**config.mk**
```make
export PLATFORM = sky130hd
export DESIGN_NAME = stop_and_wait_arq_engine_flat
export DESIGN_NICKNAME = d
export VERILOG_FILES = /design/src/rtl/core/swarq_pkg.sv /design/src/rtl/core/swarq_ifs.sv /design/src/rtl/core/swarq_queue.sv /design/src/rtl/core/stop_and_wait_arq_engine.sv /design/src/flat_wrapper.sv
export SDC_FILE = /design/constraint.sdc
export NUM_CORES = 1
export LEC_CHECK = 0
export ABC_AREA = 1
export BUFFER_PORTS_ARGS = -buffer_cell sky130_fd_sc_hd__buf_2
export CORE_ASPECT_RATIO = 0.5
export CORE_MARGIN = 4
export CORE_UTILIZATION = 30
export CTS_BUF_LIST = sky130_fd_sc_hd__clkbuf_2
export CTS_CLUSTER_DIAMETER = 80
export DETAILED_ROUTE_END_ITERATION = 6
export HOLD_SLACK_MARGIN = 0.1
export PLACE_DENSITY_LB_ADDON = 0.08
export SYNTH_ARGS = -nofsm -noshare
export SYNTH_HDL_FRONTEND = slang
export SYNTH_HIERARCHICAL = 1
export SYNTH_SLANG_ARGS = --single-unit
```
**constraint.sdc**
```tcl
create_clock -name clk -period 4.5 [get_ports clk]
set_input_delay 0.9 -clock clk [delete_from_list [all_inputs] [get_ports clk]]
set_output_delay 0.9 -clock clk [all_outputs]
set_load 0.005 [all_outputs]
```
**src/rtl/core/swarq_pkg.sv**
```systemverilog
// ----------------------------------------------------------------------------
// swarq_pkg
// Shared types and constants of the stop-and-wait retransmit engine.
// ----------------------------------------------------------------------------
package swarq_pkg;

    localparam int QUEUE_DEPTH_DEF = 4;

    localparam int CFG_IDX_W  = 1;
    localparam int CFG_DATA_W = 16;

    localparam logic [15:0] ACK_TIMEOUT_RST  = 16'd350;
    localparam logic [2:0]  MAX_ATTEMPTS_RST = 3'd3;
    localparam logic [7:0]  SEQ_RST          = 8'd1;

    typedef enum logic [CFG_IDX_W-1:0] {
        CFG_ACK_TIMEOUT  = 1'b0,
        CFG_MAX_ATTEMPTS = 1'b1
    } cfg_idx_t;

    typedef enum logic [1:0] {
        MODE_ENQ = 2'd0,
        MODE_RX  = 2'd1,
        MODE_SVC = 2'd2
    } mode_t;

    typedef enum logic [2:0] {
        RX_ACK    = 3'd0,
        RX_NACK   = 3'd1,
        RX_HELLO  = 3'd2,
        RX_STATUS = 3'd3,
        RX_OTHER  = 3'd4
    } rx_kind_t;

    typedef enum logic [1:0] {
        ENQ_OK   = 2'd0,
        ENQ_FULL = 2'd1,
        ENQ_NONE = 2'd2
    } enq_status_t;

    typedef enum logic [1:0] {
        REPLY_NONE = 2'd0,
        REPLY_ACK  = 2'd1,
        REPLY_NACK = 2'd2
    } reply_kind_t;

    typedef struct packed {
        logic [1:0]  mode;
        logic [2:0]  msg_type;
        logic [2:0]  rx_kind;
        logic [7:0]  rx_sequence;
        logic        rx_payload_present;
        logic [7:0]  rx_first_byte;
        logic [31:0] now_ms;
        logic        uart_ok;
    } item_t;

    typedef struct packed {
        logic [1:0]  enqueue_status;
        logic [7:0]  assigned_sequence;
        logic [1:0]  reply_kind;
        logic [7:0]  reply_sequence;
        logic        send_now;
        logic [7:0]  send_sequence;
        logic [2:0]  send_type;
        logic        awaiting_ack;
        logic        peer_online;
        logic [7:0]  peer_status;
        logic [15:0] acked_total;
        logic [15:0] dropped_total;
    } result_t;

    typedef struct packed {
        logic [2:0] msg_type;
        logic [7:0] seq;
    } slot_t;

    typedef struct packed {
        logic push;
        logic pop;
    } q_ctrl_t;

    typedef struct packed {
        logic full;
        logic empty;
    } q_stat_t;

endpackage

```
**src/rtl/core/swarq_ifs.sv**
```systemverilog
// ----------------------------------------------------------------------------
// swarq channel interfaces
// Valid/ready channels for input items and result items.
// ----------------------------------------------------------------------------
interface swarq_in_if;
    import swarq_pkg::*;

    logic  valid;
    logic  ready;
    item_t data;

    modport source (output valid, output data, input ready);
    modport sink   (input valid, input data, output ready);
endinterface

interface swarq_out_if;
    import swarq_pkg::*;

    logic    valid;
    logic    ready;
    result_t data;

    modport source (output valid, output data, input ready);
    modport sink   (input valid, input data, output ready);
endinterface

```
**src/rtl/core/swarq_queue.sv**
```systemverilog
// ----------------------------------------------------------------------------
// swarq_queue
// Ring queue of pending frames with a registered head read.
// ----------------------------------------------------------------------------
module swarq_queue #(
    parameter int QUEUE_DEPTH = swarq_pkg::QUEUE_DEPTH_DEF
) (
    input  logic              clk,
    input  logic              rst_n,
    input  swarq_pkg::q_ctrl_t ctrl,
    input  swarq_pkg::slot_t   push_slot,
    output swarq_pkg::slot_t   head_slot,
    output swarq_pkg::q_stat_t stat
);
    import swarq_pkg::*;

    localparam int IDX_W  = (QUEUE_DEPTH > 1) ? $clog2(QUEUE_DEPTH) : 1;
    localparam int FILL_W = $clog2(QUEUE_DEPTH + 1);

    slot_t             mem [QUEUE_DEPTH];
    slot_t             head_slot_reg;
    logic [IDX_W-1:0]  head_reg, head_next;
    logic [IDX_W-1:0]  tail_reg, tail_next;
    logic [FILL_W-1:0] fill_reg, fill_next;

    always_comb
    begin
        head_next = head_reg;
        tail_next = tail_reg;
        fill_next = fill_reg;
        if (ctrl.push)
        begin
            tail_next = (tail_reg == IDX_W'(QUEUE_DEPTH - 1)) ? '0 : tail_reg + IDX_W'(1);
            fill_next = fill_reg + FILL_W'(1);
        end
        else if (ctrl.pop)
        begin
            head_next = (head_reg == IDX_W'(QUEUE_DEPTH - 1)) ? '0 : head_reg + IDX_W'(1);
            fill_next = fill_reg - FILL_W'(1);
        end
    end

    always_ff @(posedge clk or negedge rst_n)
    begin
        if (!rst_n)
        begin
            head_reg <= '0;
            tail_reg <= '0;
            fill_reg <= '0;
        end
        else
        begin
            head_reg <= head_next;
            tail_reg <= tail_next;
            fill_reg <= fill_next;
        end
    end

    // head entry is prefetched; a write to that slot is forwarded
    always_ff @(posedge clk)
    begin
        if (ctrl.push)
        begin
            mem[tail_reg] <= push_slot;
        end
        if (ctrl.push && (tail_reg == head_next))
        begin
            head_slot_reg <= push_slot;
        end
        else
        begin
            head_slot_reg <= mem[head_next];
        end
    end

    assign head_slot  = head_slot_reg;
    assign stat.full  = (fill_reg == FILL_W'(QUEUE_DEPTH));
    assign stat.empty = (fill_reg == '0);

endmodule

```
**src/rtl/core/stop_and_wait_arq_engine.sv**
```systemverilog
// ----------------------------------------------------------------------------
// stop_and_wait_arq_engine
// Stop-and-wait retransmit controller: frame queue, send/retry/drop, receive.
// ----------------------------------------------------------------------------
// An accepted item waits in the input register until the result register is free.
// Throughput: one item per cycle unless the result channel stalls; the input
//   and result registers keep the two channels apart; all state updates in one pass.
// Reset (rst_n low, async): queue empty, sequence counter 1, no active frame,
//   counters and flags 0, ack timeout 350 ms, attempt limit 3.
//   Queue slot contents are not cleared.
module stop_and_wait_arq_engine #(
    parameter int QUEUE_DEPTH = swarq_pkg::QUEUE_DEPTH_DEF
) (
    input  logic                               clk,
    input  logic                               rst_n,
    swarq_in_if.sink                           item,
    swarq_out_if.source                        result,
    input  logic                               cfg_we,
    input  logic [swarq_pkg::CFG_IDX_W-1:0]    cfg_index,
    input  logic [swarq_pkg::CFG_DATA_W-1:0]   cfg_data
);
    import swarq_pkg::*;

    logic    in_valid_reg;
    item_t   item_reg;
    logic    out_valid_reg;
    result_t result_reg;
    result_t res;
    logic    go;

    logic [15:0] timeout_reg;
    logic [2:0]  max_att_reg;
    logic [2:0]  limit;

    logic [7:0]  seq_cnt_reg,   seq_cnt_next;
    logic        waiting_reg,   waiting_next;
    logic [7:0]  act_seq_reg,   act_seq_next;
    logic [2:0]  act_type_reg,  act_type_next;
    logic [2:0]  att_reg,       att_next;
    logic [31:0] last_send_reg, last_send_next;
    logic        online_reg,    online_next;
    logic [7:0]  status_reg,    status_next;
    logic [15:0] ack_cnt_reg,   ack_cnt_next;
    logic [15:0] drop_cnt_reg,  drop_cnt_next;

    logic [31:0] elapsed;
    logic        timed_out;
    logic        match;
    logic        do_tx;

    q_ctrl_t q_req;
    q_ctrl_t q_ctrl;
    q_stat_t q_stat;
    slot_t   push_slot;
    slot_t   head_slot;

    assign go          = in_valid_reg && (!out_valid_reg || result.ready);
    assign item.ready  = !in_valid_reg || go;
    assign result.valid = out_valid_reg;
    assign result.data  = result_reg;

    assign limit     = (max_att_reg == 3'd0) ? 3'd1 : max_att_reg;
    assign elapsed   = item_reg.now_ms - last_send_reg;
    assign timed_out = !(elapsed < {16'd0, timeout_reg});
    assign match     = waiting_reg && (item_reg.rx_sequence == act_seq_reg);

    assign push_slot    = '{msg_type: item_reg.msg_type, seq: seq_cnt_reg};
    assign q_ctrl.push  = go && q_req.push;
    assign q_ctrl.pop   = go && q_req.pop;

    swarq_queue #(
        .QUEUE_DEPTH (QUEUE_DEPTH)
    ) u_queue (
        .clk       (clk),
        .rst_n     (rst_n),
        .ctrl      (q_ctrl),
        .push_slot (push_slot),
        .head_slot (head_slot),
        .stat      (q_stat)
    );

    always_comb
    begin
        seq_cnt_next   = seq_cnt_reg;
        waiting_next   = waiting_reg;
        act_seq_next   = act_seq_reg;
        act_type_next  = act_type_reg;
        att_next       = att_reg;
        last_send_next = last_send_reg;
        online_next    = online_reg;
        status_next    = status_reg;
        ack_cnt_next   = ack_cnt_reg;
        drop_cnt_next  = drop_cnt_reg;
        q_req          = '0;
        do_tx          = 1'b0;
        res            = '0;
        res.enqueue_status = ENQ_NONE;

        case (item_reg.mode)
            MODE_ENQ:
            begin
                if (q_stat.full)
                begin
                    res.enqueue_status = ENQ_FULL;
                end
                else
                begin
                    q_req.push             = 1'b1;
                    res.enqueue_status     = ENQ_OK;
                    res.assigned_sequence  = seq_cnt_reg;
                    seq_cnt_next           = seq_cnt_reg + 8'd1;
                end
            end
            MODE_RX:
            begin
                case (item_reg.rx_kind)
                    RX_ACK:
                    begin
                        if (match)
                        begin
                            waiting_next = 1'b0;
                            ack_cnt_next = ack_cnt_reg + 16'd1;
                            online_next  = 1'b1;
                        end
                    end
                    RX_NACK:
                    begin
                        if (match)
                        begin
                            // retry at the next tick once the timeout is reached from 0
                            if (att_reg < limit)
                            begin
                                last_send_next = '0;
                            end
                            else
                            begin
                                waiting_next  = 1'b0;
                                drop_cnt_next = drop_cnt_reg + 16'd1;
                            end
                        end
                    end
                    RX_HELLO, RX_STATUS:
                    begin
                        if ((item_reg.rx_kind == RX_STATUS) && item_reg.rx_payload_present)
                        begin
                            status_next = item_reg.rx_first_byte;
                        end
                        online_next        = 1'b1;
                        res.reply_kind     = REPLY_ACK;
                        res.reply_sequence = item_reg.rx_sequence;
                    end
                    default:
                    begin
                        res.reply_kind     = REPLY_NACK;
                        res.reply_sequence = item_reg.rx_sequence;
                    end
                endcase
            end
            MODE_SVC:
            begin
                if (!waiting_reg && !q_stat.empty)
                begin
                    q_req.pop     = 1'b1;
                    act_type_next = head_slot.msg_type;
                    act_seq_next  = head_slot.seq;
                    att_next      = 3'd0;
                    waiting_next  = 1'b1;
                end
                if (waiting_next)
                begin
                    if (att_next == 3'd0)
                    begin
                        do_tx = 1'b1;
                    end
                    else if (timed_out)
                    begin
                        if (att_next >= limit)
                        begin
                            waiting_next  = 1'b0;
                            drop_cnt_next = drop_cnt_reg + 16'd1;
                        end
                        else
                        begin
                            do_tx = 1'b1;
                        end
                    end
                end
                if (do_tx)
                begin
                    res.send_now      = 1'b1;
                    res.send_sequence = act_seq_next;
                    res.send_type     = act_type_next;
                    // a failed send burns every attempt
                    att_next       = item_reg.uart_ok ? att_next + 3'd1 : limit;
                    last_send_next = item_reg.now_ms;
                end
            end
            default:
            begin
                res.enqueue_status = ENQ_NONE;
            end
        endcase

        res.awaiting_ack  = waiting_next;
        res.peer_online   = online_next;
        res.peer_status   = status_next;
        res.acked_total   = ack_cnt_next;
        res.dropped_total = drop_cnt_next;
    end

    always_ff @(posedge clk or negedge rst_n)
    begin
        if (!rst_n)
        begin
            in_valid_reg  <= 1'b0;
            out_valid_reg <= 1'b0;
            timeout_reg   <= ACK_TIMEOUT_RST;
            max_att_reg   <= MAX_ATTEMPTS_RST;
            seq_cnt_reg   <= SEQ_RST;
            waiting_reg   <= 1'b0;
            act_seq_reg   <= '0;
            act_type_reg  <= '0;
            att_reg       <= '0;
            last_send_reg <= '0;
            online_reg    <= 1'b0;
            status_reg    <= '0;
            ack_cnt_reg   <= '0;
            drop_cnt_reg  <= '0;
        end
        else
        begin
            if (item.valid && item.ready)
            begin
                in_valid_reg <= 1'b1;
            end
            else if (go)
            begin
                in_valid_reg <= 1'b0;
            end

            if (go)
            begin
                out_valid_reg <= 1'b1;
            end
            else if (result.ready)
            begin
                out_valid_reg <= 1'b0;
            end

            if (cfg_we)
            begin
                case (cfg_index)
                    CFG_ACK_TIMEOUT:  timeout_reg <= cfg_data[15:0];
                    CFG_MAX_ATTEMPTS: max_att_reg <= cfg_data[2:0];
                    default:          timeout_reg <= timeout_reg;
                endcase
            end

            if (go)
            begin
                seq_cnt_reg   <= seq_cnt_next;
                waiting_reg   <= waiting_next;
                act_seq_reg   <= act_seq_next;
                act_type_reg  <= act_type_next;
                att_reg       <= att_next;
                last_send_reg <= last_send_next;
                online_reg    <= online_next;
                status_reg    <= status_next;
                ack_cnt_reg   <= ack_cnt_next;
                drop_cnt_reg  <= drop_cnt_next;
            end
        end
    end

    always_ff @(posedge clk)
    begin
        if (item.valid && item.ready)
        begin
            item_reg <= item.data;
        end
        if (go)
        begin
            result_reg <= res;
        end
    end

endmodule

```
**src/flat_wrapper.sv**
```systemverilog
// flat-port wrapper written by rule: the top's interface ports become plain ports
module stop_and_wait_arq_engine_flat import swarq_pkg::*;
#(
    parameter int QUEUE_DEPTH = swarq_pkg::QUEUE_DEPTH_DEF
)
  (clk, rst_n, cfg_we, cfg_index, cfg_data, item_valid, item_data, item_ready, result_valid, result_data, result_ready);
  swarq_in_if item_i ();
  swarq_out_if result_i ();
  input  logic clk;
  input  logic rst_n;
  input  logic cfg_we;
  input  logic [swarq_pkg::CFG_IDX_W-1:0] cfg_index;
  input  logic [swarq_pkg::CFG_DATA_W-1:0] cfg_data;
  input wire logic [$bits(item_i.valid)-1:0] item_valid;
  input wire logic [$bits(item_i.data)-1:0] item_data;
  output wire logic [$bits(item_i.ready)-1:0] item_ready;
  output wire logic [$bits(result_i.valid)-1:0] result_valid;
  output wire logic [$bits(result_i.data)-1:0] result_data;
  input wire logic [$bits(result_i.ready)-1:0] result_ready;
  assign item_i.valid = item_valid;
  assign item_i.data = item_data;
  assign item_ready = item_i.ready;
  assign result_valid = result_i.valid;
  assign result_data = result_i.data;
  assign result_i.ready = result_ready;
  stop_and_wait_arq_engine #(.QUEUE_DEPTH(QUEUE_DEPTH)) u_core (.clk(clk), .rst_n(rst_n), .item(item_i), .result(result_i), .cfg_we(cfg_we), .cfg_index(cfg_index), .cfg_data(cfg_data));
endmodule
```
* Word-level counts from Yosys, hierarchy flattened
Memory sizes are Yosys's and may differ from the RTL's. A register that Yosys moved wholly into a read port is not among the register bits.
Index checks and enable logic that the tools add are counted.
** Word-level totals
- Register bits after elaboration :: 256
- RAM bits :: 44
- Bits of input ports :: 80
- Output and inout bits :: 76
- Word-level logic and storage cells :: 160
- Memories kept :: 1
** Operators by class
- Add/subtract/negate cells :: 9
- $lt $le $gt $ge :: 3
- Eq/ne operators :: 13
- Multiplexer cells :: 63
- Bitwise operators :: 3
- Reduce and logical (&&, ||, !) cells :: 31
** Memory list
- u_core.u_queue.mem :: words 4, bits a word 11, read ports 1, clocked after memory_dff 1, write ports 1, RTL line swarq_queue.sv:20 : slot_t mem [QUEUE_DEPTH];
** Operator list (count)
- $mux W16 :: 10
- $mux W32 :: 4
- $pmux W32 S2 :: 1
- $add A16 B1 Y16 const B :: 2
- $lt A32 B16 Y1 :: 1
- $mux W8 :: 4
- $pmux W16 S2 :: 1
- $sub A32 B32 Y32 :: 1
- $mux W1 :: 26
- $mux W3 :: 8
- $pmux W10 S2 :: 1
- $logic_not A3 Y1 :: 4
- $mux W12 :: 1
- $add A8 B1 Y8 const B :: 1
- $eq A8 B8 Y1 :: 1
- $mux W2 :: 4
- $reduce_and A2 Y1 :: 4
- $reduce_bool A2 Y1 :: 4
- $logic_and A1 B1 Y1 :: 7
- $add A3 B1 Y3 const B :: 2
- $eq A2 B2 Y1 const B :: 3
- $eq A3 B2 Y1 const B :: 2
- $ne A2 B1 Y1 const B :: 3
- $pmux W1 S2 :: 3
- other kinds (15) :: 24

* Depth between registers and ports, before layout
- Depth after elaboration :: 13
- Depth in mapped cells :: 26
- Gate-level depth less buffers :: 25

* Cells and area by module
The synthesis kept the hierarchy.
** By module, submodules not included
- stop_and_wait_arq_engine :: instances 1, cells each 1691, area each 13852.0 um2, sequential area each 6902.9 um2
- swarq_queue :: instances 1, cells each 216, area each 2298.5 um2, sequential area each 1536.5 um2

* Worst setup path before layout
OpenSTA, ideal clock, no wires.
- Path type :: input port to flip-flop
- From :: in result_ready
- To :: reg u_core.result_reg, in the netlist u_core/result.data[0], enable pin
- Arrival time :: 3.682 ns
- Required time :: 4.033 ns
- Slack :: 0.351 ns
- Stages on the path :: 6
- Buffers on the path :: 2
- Path through :: inv_1 -> nand2_1 -> nand2_1 -> inv_1 -> clkbuf_1 -> clkbuf_1
** Between the ends
- Cells in the longest elaborated chain, start to end :: 2
** RTL lines
- start: declaration :: RTL line flat_wrapper.sv:19 : input wire logic [$bits(result_i.ready)-1:0] result_ready;
- $logic_or A1 B1 Y1 :: RTL line stop_and_wait_arq_engine.sv:57 : assign go = in_valid_reg && (!out_valid_reg || result.ready);
- $logic_and A1 B1 Y1 :: RTL line stop_and_wait_arq_engine.sv:57
- net u_core.go :: RTL line stop_and_wait_arq_engine.sv:29 : logic go;
- end signal: assignment :: RTL line stop_and_wait_arq_engine.sv:283 : result_reg <= res;
- end: declaration :: RTL line stop_and_wait_arq_engine.sv:27 : result_t result_reg;
The timed path passes the listed nets, and every way through them passes these cells.
A chain may end at the register's enable or synchronous reset.

* Worst setup path after layout
- From :: reg u_core/item_reg[1] (netlist name)
- To :: reg u_core.result_reg, in the netlist u_core/result.data[0], data pin
** Between the ends
- Cells in the longest elaborated chain, start to end :: 6
** RTL lines
- start: declaration :: RTL line stop_and_wait_arq_engine.sv:25 : item_t item_reg;
- start signal: assignment :: RTL line stop_and_wait_arq_engine.sv:279 : item_reg <= item.data;
- $sub A32 B32 Y32 :: RTL line stop_and_wait_arq_engine.sv:63 : assign elapsed = item_reg.now_ms - last_send_reg;
- $lt A32 B16 Y1 :: RTL line stop_and_wait_arq_engine.sv:64 : assign timed_out = !(elapsed < {16'd0, timeout_reg});
- $mux W16 :: RTL line stop_and_wait_arq_engine.sv:175 : else if (timed_out)
- $mux W16 :: RTL line stop_and_wait_arq_engine.sv:171 : if (att_next == 3'd0)
- $mux W16 :: RTL line stop_and_wait_arq_engine.sv:169 : if (waiting_next)
- $pmux W16 S2 :: RTL line stop_and_wait_arq_engine.sv:99 : case (item_reg.mode)
- net u_core.drop_cnt_next[0] :: RTL line stop_and_wait_arq_engine.sv:44 : logic [15:0] drop_cnt_reg, drop_cnt_next;
The timed path passes the listed nets, and every way through them passes these cells.

==> metrics <==
Synth area leader=edfxtp_1; Slew @ Worst Pin=0.971 ns; RSZ-0062 raised after global routing=no; Power per Cell Area=496 nW/µm²; Setup Crit Path Kind=flip-flop to flip-flop; worst skew pair latency=0.98 ns; main combinational cell family by area after synthesis=simple AND/OR/NAND/NOR gates; vias per std cell=4.33; CTS tree=done; critical-path cell with the highest stage delay=fa_1; pin count of the biggest net entering global routing=140; cell mode on critical path=nand3_1; Routed Antenna Nets=0; global route total overflow=0; VDD IR max=0.000186 V; Die W=336 µm; Die H=172 µm; Iteration-0 DRC Markers=636; core area=52600 µm²; max reg flops=74; Routed WL per cell=14.3 µm; final WL=42400 µm; GPL Wtd Cong=0.829; CTS root buf=clkbuf_2; worst-path maximum fanout=14; # clock sinks=302; share of layout cells above drive strength 1=15.5%; gr usage total=15.0%; post-synth top area share=32.7%; CP delay by family, top=simple AND/OR/NAND/NOR gates; post-synth cell types=52; Worst EP required=5.32 ns; average size of a mapped cell=8.47 µm²; DP HPWL=29500 µm; Slew headroom=35.1%; WP buf/inv=3; FFs w/ async S/R, synth=41.1%; post-CTS setup buffers=0; vias in the first global route=12623; synthesized instance count=1907; Yosys Warn Count=6; synth-to-layout area growth=19.0%; post-route design area=19200 µm²; Worst setup EP type=flip-flop; crit path time final=4.01 ns; FILL cells=5593; Fin. Hold Viols=0; Clock Tree Buf Depth=3; mux share of post-synthesis cell area=0.682%; crit path launch type=flip-flop; sequential element share of the synthesized area=52.3%; hold depth=3; Post-Syn Area=16200 µm²; critical path depth=21; Post-synth EDFFs=176; Final Core Density=36.5%; synth top area cells=edfxtp_1, dfrtp_1, nand2_1; max_cap viols=0; clock slew at reported path FFs=0.12 ns; minimum hold slack=0.298 ns; max-slew violation count=0; Lkg Pwr=0.00951 µW; Worst Path Arrival=4.83 ns; most common cell in the synthesized netlist=nand2_1; Seq cells post-synth=302; outcome=complete, no violations; global-route wire length before repair=68200 µm; setup tns final=0 ns; DRC Markers=0; startpoint of the worst hold path=cfg_we; nets@finish=2335; overall power=9540 µW; H-tree depth=3; Post-Synth XOR/XNOR Area=2.66%; R2R Setup Slk=0.49 ns; die area=57800 µm²; clk_skew=0.104 ns; hold path endpoint=u_core/max_att_reg[1]; via count=12793; Worst Hold Class=input port to flip-flop; Mapped Nets=2053; I/O Pins=156; R2R cell count=21; top achievable clock speed=249 MHz; worst path cell trace=inv_1 -> ha_1 -> fa_1 -> inv_1 -> nand3_1 -> nand3_1 -> nand2_1 -> nand2_1 -> xor2_1 -> ha_1 -> a21oi_1 -> nor2_1 -> a211oi_1 -> o221ai_1 -> a21oi_2 -> nand3_1 -> nand2_2 -> inv_2 -> nand2_1 -> nand3_1 -> a21boi_0; dpl cell area=17800 µm²; Initial Utilization=30.7%; post-synthesis simple-gate area fraction=23.7%; Detailed Routing Iterations Pass 1=5; worst r2r src=u_core/item_reg[1]; Synth Flop Type=edfxtp_1; Largest stage delay, worst path=0.43 ns; most frequent cells after synthesis=nand2_1, inv_1, edfxtp_1; post-synthesis compound-gate area fraction=6.32%; port buffer count=155; R2R Path End=u_core/result.data[0]; initial antenna violation count=1; Row Count=59; Finish-stage setup viols=0; CTS Buf Count=77; fin crit share=89.2%; Adder-Cell Fraction of Synth Area=5.21%
## worst min-delay path, cell delays in order
cell,delay [ns]
buf_2,0.10
nand2_1,0.16
o21ai_0,0.10
## worst max path at each step
stage          slack, ns                     end                start
2_1_floorplan       0.35   u_core/result.data[0]         result_ready
3_3_place_gp        0.16   u_core/result.data[0]   u_core/item_reg[8]
3_5_place_dp        0.24  u_core/result.data[11]  u_core/item_reg[10]
4_1_cts             0.26  u_core/result.data[15]  u_core/item_reg[10]
5_1_grt             0.07  u_core/result.data[15]  u_core/item_reg[10]
6_report            0.49   u_core/result.data[0]   u_core/item_reg[1]
## logic make-up (layout without fill, tap and decap cells)
group | after synthesis | count (layout)
AND/OR/NAND/NOR | 921 | 921
buffers and inverters | 378 | 722
flip-flops | 302 | 302
AO/OA/AOI/OAI | 180 | 180
adder cells (fa/ha/maj) | 66 | 66
XOR/XNOR | 49 | 49
multiplexers | 11 | 11
other | 0 | 1
## metrics by stage
| step | instances | worst slack [ns] |
|---|---|---|
| 2_1_floorplan | 1907 | 0.351 |
| 3_3_place_gp | 2734 | 0.165 |
| 3_5_place_dp | 2734 | 0.239 |
| 4_1_cts | 2952 | 0.262 |
| 5_1_grt | 2953 | 0.0664 |
| 6_report | 2953 | 0.486 |
## layer usage
metal / up-vias / track usage [%] / part of all wire [%]
met5: - / 0 / 0
met4: 0 / 4.05 / 1.7
met3: 57 / 3.41 / 3.9
met2: 184 / 24.5 / 46
met1: 5863 / 20.2 / 48
li1: 6689 / - / -
## placed cells by master (no fill, tap or decap), types with 11 or more instances in the layout
cell             n
xor2_1          44
a21boi_0        11
dlygate4sd3_1   77
nand4_1         20
nor2_1         147
mux2i_1         11
a21oi_1         65
nand3_1        126
ha_1            64
buf_4           12
inv_1          320
o21ai_0         67
edfxtp_1       176
nand2_1        570
clkbuf_2       118
dfrtp_1        115
clkinv_1        17
nor3_1          15
inv_2           14
buf_2          154
## report_power, final
group	internal (µW)	switching, µW
clock network	702	1190
logic	1290	2350
registers	3630	363
total	5630	3910
## what timing repair did
item,in CTS,in global routing
hold buffers,77,0
resized for setup,0,1
setup endpoints to repair,0,21
hold endpoints to repair,119,0
## cell type report
type	instances	area (µm²)	share of cell area, %
Clock buffer	118	591	3.07
Inverter	334	1260	6.54
Timing Repair Buffer	247	1700	8.86
Multi-Input combinational cell	1227	6250	32.5
Sequential cell	302	8440	43.9
Antenna cell	1	2.50	0.0130
Clock inverter	23	103	0.534
Tap cell	701	877	4.56
No activity file was read; power rests on OpenSTA's default activity.
